**src/design/bbrt_pkg.sv**
```systemverilog
`timescale 1ns / 1ps
// ----------------------------------------------------------------------------
// bbrt_pkg: shared types and constants of the buffer reference count table
// Slot geometry, operation and status codes, transfer payloads and the
// count table ports.
// ----------------------------------------------------------------------------
package bbrt_pkg;

    localparam int NUM_SLOTS    = 32;
    localparam int NUM_BUCKETS  = 13;
    localparam int SLOT_W       = (NUM_SLOTS > 1) ? $clog2(NUM_SLOTS) : 1;
    localparam int IDX_W        = $clog2(NUM_SLOTS + NUM_BUCKETS);
    localparam int SLOT_FIELD_W = 5;
    localparam int DEV_W        = 8;
    localparam int BLK_W        = 32;
    localparam int TAG_W        = DEV_W + BLK_W;
    localparam int CNT_W        = 8;

    typedef enum logic [1:0] {
        OP_GET     = 2'd0,
        OP_RELEASE = 2'd1,
        OP_PIN     = 2'd2,
        OP_UNPIN   = 2'd3
    } t_opcode;

    typedef enum logic [1:0] {
        ST_OK    = 2'd0,
        ST_NOBUF = 2'd1,
        ST_UNDER = 2'd2,
        ST_OVER  = 2'd3
    } t_status;

    typedef struct packed {
        t_opcode                 opcode;
        logic [DEV_W-1:0]        device;
        logic [BLK_W-1:0]        block_number;
        logic [SLOT_FIELD_W-1:0] slot_index;
    } t_in_item;

    typedef struct packed {
        logic [SLOT_FIELD_W-1:0] slot;
        logic                    hit;
        logic                    needs_read;
        t_status                 status;
        logic [CNT_W-1:0]        count_after;
    } t_out_item;

    typedef struct packed {
        logic              en;
        logic [SLOT_W-1:0] addr;
        logic [CNT_W-1:0]  count;
        logic              listed;
    } t_cnt_wr;

    typedef struct packed {
        logic [CNT_W-1:0] count;
        logic             listed;
    } t_cnt_rd;

endpackage

```
**src/design/bbrt_ram.sv**
```systemverilog
`timescale 1ns / 1ps
// ----------------------------------------------------------------------------
// bbrt_ram: generic single-port-write, single-port-read RAM
// One write and one registered read per cycle. Contents are not reset.
// ----------------------------------------------------------------------------
module bbrt_ram #(
    parameter int WIDTH = 8,
    parameter int DEPTH = 32,
    parameter int AW    = (DEPTH > 1) ? $clog2(DEPTH) : 1
) (
    input  logic             i_clk,
    input  logic             i_wr_en,
    input  logic [AW-1:0]    i_wr_addr,
    input  logic [WIDTH-1:0] i_wr_data,
    input  logic [AW-1:0]    i_rd_addr,
    output logic [WIDTH-1:0] o_rd_data
);

    logic [WIDTH-1:0] r_mem [DEPTH];
    logic [WIDTH-1:0] r_rd_data;

    always_ff @(posedge i_clk) begin
        if (i_wr_en) begin
            r_mem[i_wr_addr] <= i_wr_data;
        end
        r_rd_data <= r_mem[i_rd_addr];
    end

    assign o_rd_data = r_rd_data;

endmodule

```
**src/design/bbrt_cnt_tbl.sv**
```systemverilog
`timescale 1ns / 1ps
// ----------------------------------------------------------------------------
// bbrt_cnt_tbl: reference counts and listed flags of all slots
// Flip-flop table cleared by reset, with one read port and one write port.
// ----------------------------------------------------------------------------
module bbrt_cnt_tbl (
    input  logic                          i_clk,
    input  logic                          i_rst_n,
    input  logic [bbrt_pkg::SLOT_W-1:0]   i_rd_addr,
    output bbrt_pkg::t_cnt_rd             o_rd,
    input  bbrt_pkg::t_cnt_wr             i_wr
);
    import bbrt_pkg::*;

    logic [CNT_W-1:0]     r_count [NUM_SLOTS];
    logic [NUM_SLOTS-1:0] r_listed;

    always_ff @(posedge i_clk) begin
        if (!i_rst_n) begin
            for (int k = 0; k < NUM_SLOTS; k++) begin
                r_count[k] <= '0;
            end
            r_listed <= '0;
        end else if (i_wr.en) begin
            r_count[i_wr.addr]  <= i_wr.count;
            r_listed[i_wr.addr] <= i_wr.listed;
        end
    end

    assign o_rd.count  = r_count[i_rd_addr];
    assign o_rd.listed = r_listed[i_rd_addr];

endmodule

```
**src/design/bbrt_ctrl.sv**
```systemverilog
`timescale 1ns / 1ps
// ----------------------------------------------------------------------------
// bbrt_ctrl: sequencer of the buffer reference count table
// For a get, scans the tag RAM for a hit, then the counts in bucket-stride order
// for a free slot; updates at most one count per operation through a shared adder.
// ----------------------------------------------------------------------------
module bbrt_ctrl (
    input  logic                        i_clk,
    input  logic                        i_rst_n,
    input  logic                        i_in_valid,
    input  bbrt_pkg::t_in_item          i_in_data,
    output logic                        o_in_stall,
    input  logic                        i_res_ready,
    output logic                        o_res_valid,
    output bbrt_pkg::t_out_item         o_res,
    output logic                        o_tag_wr_en,
    output logic [bbrt_pkg::SLOT_W-1:0] o_tag_wr_addr,
    output logic [bbrt_pkg::TAG_W-1:0]  o_tag_wr_data,
    output logic [bbrt_pkg::SLOT_W-1:0] o_tag_rd_addr,
    input  logic [bbrt_pkg::TAG_W-1:0]  i_tag_rd_data,
    output logic [bbrt_pkg::SLOT_W-1:0] o_cnt_rd_addr,
    input  bbrt_pkg::t_cnt_rd           i_cnt_rd,
    output bbrt_pkg::t_cnt_wr           o_cnt_wr
);
    import bbrt_pkg::*;

    typedef enum logic [6:0] {
        S_IDLE  = 7'b0000001,
        S_HSCAN = 7'b0000010,
        S_FSCAN = 7'b0000100,
        S_HIT   = 7'b0001000,
        S_ALLOC = 7'b0010000,
        S_NOBUF = 7'b0100000,
        S_UPD   = 7'b1000000
    } t_state;

    t_state            r_state, n_state;
    t_in_item          r_req, n_req;
    logic [IDX_W-1:0]  r_idx, n_idx;
    logic [IDX_W-1:0]  r_bkt, n_bkt;
    logic              r_cmp_vld, n_cmp_vld;
    logic [SLOT_W-1:0] r_cmp_idx, n_cmp_idx;
    logic [SLOT_W-1:0] r_slot, n_slot;

    logic              tag_match;
    logic              cnt_dec;
    logic [CNT_W-1:0]  cnt_sum;
    logic              cnt_max;
    logic              cnt_zero;
    logic [IDX_W-1:0]  next_pos;
    logic [IDX_W-1:0]  next_bkt;
    logic              slot_oor;

    assign tag_match = (i_tag_rd_data == {r_req.device, r_req.block_number});
    assign cnt_dec   = (r_state == S_UPD) &&
                       (r_req.opcode == OP_RELEASE || r_req.opcode == OP_UNPIN);
    assign cnt_sum   = i_cnt_rd.count + (cnt_dec ? {CNT_W{1'b1}} : CNT_W'(1));
    assign cnt_max   = (i_cnt_rd.count == {CNT_W{1'b1}});
    assign cnt_zero  = (i_cnt_rd.count == '0);
    assign next_pos  = r_idx + IDX_W'(NUM_BUCKETS);
    assign next_bkt  = r_bkt + IDX_W'(1);
    assign slot_oor  = (32'(r_req.slot_index) >= 32'(NUM_SLOTS));

    assign o_in_stall    = (r_state != S_IDLE);
    assign o_tag_rd_addr = r_idx[SLOT_W-1:0];
    assign o_tag_wr_addr = r_slot;
    assign o_tag_wr_data = {r_req.device, r_req.block_number};

    always_comb begin
        n_state       = r_state;
        n_req         = r_req;
        n_idx         = r_idx;
        n_bkt         = r_bkt;
        n_cmp_vld     = 1'b0;
        n_cmp_idx     = r_cmp_idx;
        n_slot        = r_slot;
        o_res_valid   = 1'b0;
        o_res         = '0;
        o_tag_wr_en   = 1'b0;
        o_cnt_rd_addr = r_slot;
        o_cnt_wr      = '0;
        o_cnt_wr.addr = r_slot;

        case (r_state)
            S_IDLE: begin
                if (i_in_valid) begin
                    n_req  = i_in_data;
                    n_idx  = '0;
                    n_slot = SLOT_W'(i_in_data.slot_index);
                    if (i_in_data.opcode == OP_GET) begin
                        n_state = S_HSCAN;
                    end else begin
                        n_state = S_UPD;
                    end
                end
            end
            S_HSCAN: begin
                o_cnt_rd_addr = r_cmp_idx;
                if (r_idx < IDX_W'(NUM_SLOTS)) begin
                    n_idx     = r_idx + IDX_W'(1);
                    n_cmp_vld = 1'b1;
                    n_cmp_idx = r_idx[SLOT_W-1:0];
                end
                if (r_cmp_vld && i_cnt_rd.listed && tag_match) begin
                    n_slot  = r_cmp_idx;
                    n_state = S_HIT;
                end else if (r_cmp_vld && r_cmp_idx == SLOT_W'(NUM_SLOTS - 1)) begin
                    n_idx   = '0;
                    n_bkt   = '0;
                    n_state = S_FSCAN;
                end
            end
            S_FSCAN: begin
                o_cnt_rd_addr = r_idx[SLOT_W-1:0];
                if (cnt_zero) begin
                    n_slot  = r_idx[SLOT_W-1:0];
                    n_state = S_ALLOC;
                end else if (next_pos < IDX_W'(NUM_SLOTS)) begin
                    n_idx = next_pos;
                end else if (next_bkt >= IDX_W'(NUM_BUCKETS) ||
                             next_bkt >= IDX_W'(NUM_SLOTS)) begin
                    n_state = S_NOBUF;
                end else begin
                    n_bkt = next_bkt;
                    n_idx = next_bkt;
                end
            end
            S_HIT: begin
                o_res_valid      = 1'b1;
                o_res.slot       = SLOT_FIELD_W'(r_slot);
                o_res.hit        = 1'b1;
                o_res.status     = cnt_max ? ST_OVER : ST_OK;
                o_res.count_after = cnt_max ? i_cnt_rd.count : cnt_sum;
                o_cnt_wr.count   = cnt_sum;
                o_cnt_wr.listed  = 1'b1;
                if (i_res_ready) begin
                    o_cnt_wr.en = !cnt_max;
                    n_state     = S_IDLE;
                end
            end
            S_ALLOC: begin
                o_res_valid       = 1'b1;
                o_res.slot        = SLOT_FIELD_W'(r_slot);
                o_res.needs_read  = 1'b1;
                o_res.status      = ST_OK;
                o_res.count_after = CNT_W'(1);
                o_cnt_wr.count    = CNT_W'(1);
                o_cnt_wr.listed   = 1'b1;
                if (i_res_ready) begin
                    o_cnt_wr.en = 1'b1;
                    o_tag_wr_en = 1'b1;
                    n_state     = S_IDLE;
                end
            end
            S_NOBUF: begin
                o_res_valid  = 1'b1;
                o_res.status = ST_NOBUF;
                if (i_res_ready) begin
                    n_state = S_IDLE;
                end
            end
            S_UPD: begin
                o_res_valid     = 1'b1;
                o_res.slot      = r_req.slot_index;
                o_cnt_wr.count  = cnt_sum;
                o_cnt_wr.listed = i_cnt_rd.listed;
                if (slot_oor) begin
                    o_res.status = ST_NOBUF;
                end else if (!cnt_dec) begin
                    o_res.status      = cnt_max ? ST_OVER : ST_OK;
                    o_res.count_after = cnt_max ? i_cnt_rd.count : cnt_sum;
                    o_cnt_wr.en       = i_res_ready && !cnt_max;
                end else if (cnt_zero) begin
                    o_res.status = ST_UNDER;
                end else begin
                    o_res.status      = ST_OK;
                    o_res.count_after = cnt_sum;
                    if (r_req.opcode == OP_RELEASE && cnt_sum == '0) begin
                        o_cnt_wr.listed = 1'b0;
                    end
                    o_cnt_wr.en = i_res_ready;
                end
                if (i_res_ready) begin
                    n_state = S_IDLE;
                end
            end
            default: begin
                n_state = S_IDLE;
            end
        endcase
    end

    always_ff @(posedge i_clk) begin
        if (!i_rst_n) begin
            r_state   <= S_IDLE;
            r_cmp_vld <= 1'b0;
        end else begin
            r_state   <= n_state;
            r_cmp_vld <= n_cmp_vld;
        end
        r_req     <= n_req;
        r_idx     <= n_idx;
        r_bkt     <= n_bkt;
        r_cmp_idx <= n_cmp_idx;
        r_slot    <= n_slot;
    end

endmodule

```
**src/design/block_buffer_refcount_table_top.sv**
```systemverilog
`timescale 1ns / 1ps
// Release, pin and unpin: the block enters S_UPD, and its result is then registered.
// Get with a hit on slot k: the tag RAM scan stops at slot k and S_HIT gives the result.
// Get with a miss: the one-slot-per-cycle tag RAM scan over all slots is followed by
// the one-slot-per-cycle free-count scan, which ends in S_ALLOC or S_NOBUF.
// One item is in work at a time; the next is taken once the result is registered.
// Reset is synchronous: counts and listed flags clear at once, the tag RAM is not.
// ----------------------------------------------------------------------------
// block_buffer_refcount_table_top: buffer reference count tag table
// Looks up, allocates, pins and releases buffer slots by device and block.
// ----------------------------------------------------------------------------
module block_buffer_refcount_table_top (
    input  logic                i_clk,
    input  logic                i_rst_n,
    input  logic                i_in_valid,
    input  bbrt_pkg::t_in_item  i_in_data,
    output logic                o_in_stall,
    output logic                o_out_valid,
    output bbrt_pkg::t_out_item o_out_data,
    input  logic                i_out_stall
);
    import bbrt_pkg::*;

    logic              res_valid;
    logic              res_ready;
    t_out_item         res;
    logic              tag_wr_en;
    logic [SLOT_W-1:0] tag_wr_addr;
    logic [TAG_W-1:0]  tag_wr_data;
    logic [SLOT_W-1:0] tag_rd_addr;
    logic [TAG_W-1:0]  tag_rd_data;
    logic [SLOT_W-1:0] cnt_rd_addr;
    t_cnt_rd           cnt_rd;
    t_cnt_wr           cnt_wr;

    logic              r_out_vld;
    t_out_item         r_out;

    assign res_ready = !r_out_vld || !i_out_stall;

    bbrt_ctrl u_ctrl (
        .i_clk         (i_clk),
        .i_rst_n       (i_rst_n),
        .i_in_valid    (i_in_valid),
        .i_in_data     (i_in_data),
        .o_in_stall    (o_in_stall),
        .i_res_ready   (res_ready),
        .o_res_valid   (res_valid),
        .o_res         (res),
        .o_tag_wr_en   (tag_wr_en),
        .o_tag_wr_addr (tag_wr_addr),
        .o_tag_wr_data (tag_wr_data),
        .o_tag_rd_addr (tag_rd_addr),
        .i_tag_rd_data (tag_rd_data),
        .o_cnt_rd_addr (cnt_rd_addr),
        .i_cnt_rd      (cnt_rd),
        .o_cnt_wr      (cnt_wr)
    );

    bbrt_ram #(
        .WIDTH (TAG_W),
        .DEPTH (NUM_SLOTS)
    ) u_tag_ram (
        .i_clk     (i_clk),
        .i_wr_en   (tag_wr_en),
        .i_wr_addr (tag_wr_addr),
        .i_wr_data (tag_wr_data),
        .i_rd_addr (tag_rd_addr),
        .o_rd_data (tag_rd_data)
    );

    bbrt_cnt_tbl u_cnt_tbl (
        .i_clk     (i_clk),
        .i_rst_n   (i_rst_n),
        .i_rd_addr (cnt_rd_addr),
        .o_rd      (cnt_rd),
        .i_wr      (cnt_wr)
    );

    always_ff @(posedge i_clk) begin
        if (!i_rst_n) begin
            r_out_vld <= 1'b0;
        end else if (res_valid && res_ready) begin
            r_out_vld <= 1'b1;
        end else if (!i_out_stall) begin
            r_out_vld <= 1'b0;
        end
        if (res_valid && res_ready) begin
            r_out <= res;
        end
    end

    assign o_out_valid = r_out_vld;
    assign o_out_data  = r_out;

endmodule

```
**config.mk**
```make
export PLATFORM = sky130hd
export DESIGN_NAME = block_buffer_refcount_table_top
export DESIGN_NICKNAME = d
export VERILOG_FILES = /design/src/design/bbrt_pkg.sv /design/src/design/bbrt_ram.sv /design/src/design/bbrt_cnt_tbl.sv /design/src/design/bbrt_ctrl.sv /design/src/design/block_buffer_refcount_table_top.sv
export SDC_FILE = /design/constraint.sdc
export NUM_CORES = 2
export LEC_CHECK = 0
export BUFFER_PORTS_ARGS = -buffer_cell sky130_fd_sc_hd__buf_2
export CORE_ASPECT_RATIO = 0.9
export CORE_MARGIN = 10
export CORE_UTILIZATION = 63
export CTS_CLUSTER_SIZE = 30
export DETAILED_ROUTE_END_ITERATION = 8
export PLACE_DENSITY = 0.8
export SLEW_MARGIN = 25
export SYNTH_ARGS = -nofsm -noshare
export SYNTH_HDL_FRONTEND = slang
export SYNTH_HIERARCHICAL = 1
export SYNTH_SLANG_ARGS = --single-unit
```
**constraint.sdc**
```tcl
create_clock -name i_clk -period 6.35 [get_ports i_clk]
set_input_delay 1.27 -clock i_clk [delete_from_list [all_inputs] [get_ports i_clk]]
set_output_delay 1.27 -clock i_clk [all_outputs]
set_load 0.03 [all_outputs]
```
==> flow_metrics.py <==
metrics = {
    "routing": {
        "post-route-drc-count": 0,
        "first_pass_iters": 6,
        "routed_wl_mm": 168,
        "wl_per_cell_um": 28.9,
        "vias": 38800,
        "ant_nets": 0,
        "viasPerCell": 6.65,
        "dr.first_iter.drc_count": 5507,
    },
    "min_path": {
        "hold_class": "reg -> reg",
    },
    "floorplanning": {
        "io_pins": 70,
        "core_area_sq_mm": 0.108,
        "start_util": 0.637,
        "die_y_um": 334,
        "die_area_sq_mm": 0.123,
        "rows": 114,
        "die_w_um": 368,
    },
    "clocking": {
        "max-clock-path-buffers": 3,
        "root_buffer": "clkbuf_16",
        "clock_sinks": 1703,
        "ctsResizeCount": 0,
        "htree_levels": 4,
        "ctsHoldBuffers": 0,
        "cts_setup_buffers": 0,
        "clk_latency_ns": 0.77,
        "cts_tree": "done",
        "clkTransAtPathRegs_ns": 0.06,
        "cts_buffers": 159,
    },
    "layout": {
        "nNetsFinal": 4307,
        "fin_area_sq_mm": 0.0767,
        "area_growth_pct": 11.4,
        "nFillCells": 6376,
        "drive_above_1_share": 0.151,
    },
    "timing": {
        "tightest_slew_ns": 1.15,
        "hold_viol_final": 0,
        "skew_ns": 0.0282,
        "fmax_mhz": 167,
        "maxSlewViolCount": 0,
        "relSlewSlack": 0.233,
        "finalSetupViolCount": 0,
        "min_period_over_period": 0.943,
        "rsz0062_at_grt": "false",
        "setup_tns_ns": 0,
        "min_period_ns": 5.99,
    },
    "placed_design": {
        "place_hpwl_mm": 94.3,
        "place_area_sq_mm": 0.0714,
        "gp_congestion": 0.927,
        "port_buffers": 69,
    },
    "synth": {
        "syn_area_sq_mm": 0.0688,
        "yosys_warnings": 6,
        "synthCells": 4111,
        "synth_fp_nets": 4167,
        "synth-seq-cells": 1703,
        "avgSynthCellArea_sq_um": 16.7,
        "synth_top_flop_cell": "edfxtp_1",
        "synth_edf_count": 1622,
        "seq_area_frac_synth": 0.731,
        "ys_async_sr_fraction": 0,
        "synth_cell_type_count": 62,
    },
    "run_status": {
        "status": "finished, final reports clean",
    },
    "global_route": {
        "grt_max_degree": 128,
        "grt_util_all_layers": 0.269,
        "grt_pass1_wl_mm": 246,
        "grt-ovfl-total": 0,
        "grt_pass1_vias": 37400,
        "antenna_found_initial": 2,
    },
    "worst_setup_path": {
        "path_class": "reg -> reg",
        "startpoint_type": "register",
        "slowest_stage": "or3b_2",
        "critPathMaxStageDelay_ns": 0.67,
        "cp-end-kind": "register",
        "cpLargestDelayFamily": "simple AND/OR/NAND/NOR gates",
        "cp_cell_sequence": "nor3_2 -> and4_1 -> a22oi_1 -> nand2_4 -> buf_12 -> buf_4 -> buf_4 -> mux4_2 -> mux4_2 -> mux2_2 -> and3_1 -> nand2_1 -> a21oi_1 -> nor2_1 -> or3b_2 -> o21ai_0 -> buf_4 -> a2bb2o_1",
        "cp.required_ns": 6.99,
        "critPathMaxFanout": 27,
        "path_common_cell": "buf_4",
        "path_buf_inv": 4,
        "critPathArrivalTime_ns": 6.63,
    },
    "job": {
        "drv_cap": 0,
    },
    "power": {
        "p_leak_nw": 26.3,
        "peakVddDrop_v": 0.000369,
        "power_density_mw_per_mm2": 348,
    },
}
## worst register-to-register path, stage by stage, from the launching register on
cell	delay, ns
dfxtp_1	0.38
nor3_2	0.35
and4_1	0.52
a22oi_1	0.24
nand2_4	0.13
buf_12	0.22
buf_4	0.26
buf_4	0.25
mux4_2	0.53
mux4_2	0.47
mux2_2	0.33
and3_1	0.21
nand2_1	0.08
a21oi_1	0.06
nor2_1	0.43
or3b_2	0.67
o21ai_0	0.23
buf_4	0.21
a2bb2o_1	0.29
## registers in the layout, indices dropped and copies added, names as in the netlist
signal	count
u_ctrl/o_tag_wr_data	40
u_ctrl/o_tag_wr_addr	5
u_ctrl/r_cmp_idx	5
u_cnt_tbl/r_listed	32
u_tag_ram/r_mem	1280
u_ctrl/r_req	7
u_tag_ram/o_rd_data	40
u_ctrl/r_bkt	6
o_out_valid	1
o_out_data	17
u_ctrl/r_state	7
u_ctrl/r_cmp_vld	1
u_ctrl/r_idx	6
u_cnt_tbl/r_count	256
## cell usage after synthesis, types with 32 or more instances
| library cell | instances | area share |
|---|---|---|
| a21oi_1 | 137 | 0.010 |
| nand2_1 | 165 | 0.0090 |
| edfxtp_1 | 1622 | 0.71 |
| mux4_2 | 90 | 0.029 |
| a22oi_1 | 126 | 0.014 |
| xor2_1 | 52 | 0.0066 |
| buf_2 | 34 | 0.0025 |
| nor2_1 | 95 | 0.0052 |
| and2_1 | 263 | 0.024 |
| buf_4 | 81 | 0.0088 |
| mux2i_1 | 642 | 0.093 |
| dfxtp_1 | 81 | 0.024 |
| a31oi_1 | 43 | 0.0039 |
| inv_1 | 41 | 0.0022 |
| nor3_1 | 48 | 0.0035 |
| clkbuf_1 | 119 | 0.0065 |
| nand3_1 | 132 | 0.0096 |
| o21ai_0 | 51 | 0.0037 |
| a2bb2o_1 | 32 | 0.0047 |
| a22o_1 | 85 | 0.011 |
## cells by family (layout without fill, tap and decap cells)
| logic type | after synthesis | after routing | synth area share |
|---|---|---|---|
| DFF | 1703 | 1703 | 0.731 |
| and+or+nand+nor | 784 | 784 | 0.0598 |
| muxes | 741 | 741 | 0.124 |
| AOI/OAI and AO/OA | 494 | 494 | 0.0492 |
| buffers and inverters | 322 | 597 | 0.0261 |
| xor gates and xnor gates | 62 | 62 | 0.00817 |
| adders and majority gates | 5 | 5 | 0.000909 |
| other | 0 | 1 | 0 |
## layout by cell type, fill, tap and decap left out, drive strengths merged, types with 10 or more instances in the layout
| cell type | synthesis | final |
|---|---|---|
| a31oi | 43 | 43 |
| buf | 159 | 260 |
| a21oi | 138 | 138 |
| clkinv | 0 | 49 |
| mux2i | 642 | 642 |
| a2bb2o | 32 | 32 |
| inv | 41 | 48 |
| nand3b | 10 | 10 |
| a22oi | 126 | 126 |
| nor4 | 12 | 12 |
| edfxtp | 1622 | 1622 |
| nor3 | 50 | 50 |
| nand2 | 165 | 165 |
| nor2 | 96 | 96 |
| nand3 | 133 | 133 |
| xnor2 | 10 | 10 |
| o21ai | 52 | 52 |
| dfxtp | 81 | 81 |
| mux4 | 90 | 90 |
| xor2 | 52 | 52 |
| and2 | 263 | 263 |
| a22o | 85 | 85 |
| clkbuf | 122 | 232 |
## area by class of cell
cell class	count	area, sq um	area share
clock inverter	64	598	0.00780
timing repair buffer	260	2190	0.0286
sequential	1703	50300	0.657
antenna	1	2.50	0.0000326
tap	1450	1810	0.0237
inverter	41	154	0.00201
multi-input combinational	2086	17000	0.222
clock buffer	232	4570	0.0596
## stage by stage
step | std cells | utilization | hold slack, ns | power, mW | setup slack (ns)
CTS | 5830 | 0.709 | 0.539 | 26.7 | 0.298
floorplan | 4111 | - | 0.446 | 16.2 | 0.508
global route | 5836 | 0.710 | 0.589 | 27.5 | 0.0153
detailed placement | 5534 | 0.661 | 0.529 | 17.4 | 0.351
finish | 5837 | 0.710 | 0.532 | 26.7 | 0.360
global placement | 5528 | 0.660 | 0.509 | 17.3 | 0.404
## power breakdown
part	internal (mW)	switching (mW)	leakage [nW]	total [mW]
Sequential	12.7	0.262	15.6	13.0
Combinational	1.64	2.68	8.13	4.33
Clock	5.31	4.05	2.55	9.36
## metal layers
| layer | wire length [um] | up-vias | track usage | share of wire |
|---|---|---|---|---|
| met5 | 105 | - | 0.00549 | 0.00062 |
| met4 | 5570 | 4 | 0.0944 | 0.033 |
| met3 | 19700 | 399 | 0.0584 | 0.12 |
| met2 | 77500 | 2559 | 0.407 | 0.46 |
| met1 | 65600 | 19600 | 0.387 | 0.39 |
| li1 | - | 16200 | - | - |
## final timing paths
path	slack [ns]	endpoint	cells past startpoint	start
hold reg to reg	0.53	o_out_valid$_SDFFE_PN0P_	2	o_out_valid$_SDFFE_PN0P_
setup reg to reg	0.36	u_cnt_tbl/r_listed[20]$_SDFFE_PN0P_	18	u_ctrl/r_state[3]$_SDFFE_PN0P_
setup / recovery	0.36	u_cnt_tbl/r_listed[20]$_SDFFE_PN0P_	18	u_ctrl/r_state[3]$_SDFFE_PN0P_
hold / removal	0.53	o_out_valid$_SDFFE_PN0P_	2	o_out_valid$_SDFFE_PN0P_
Power figures use the tool's default switching activity.
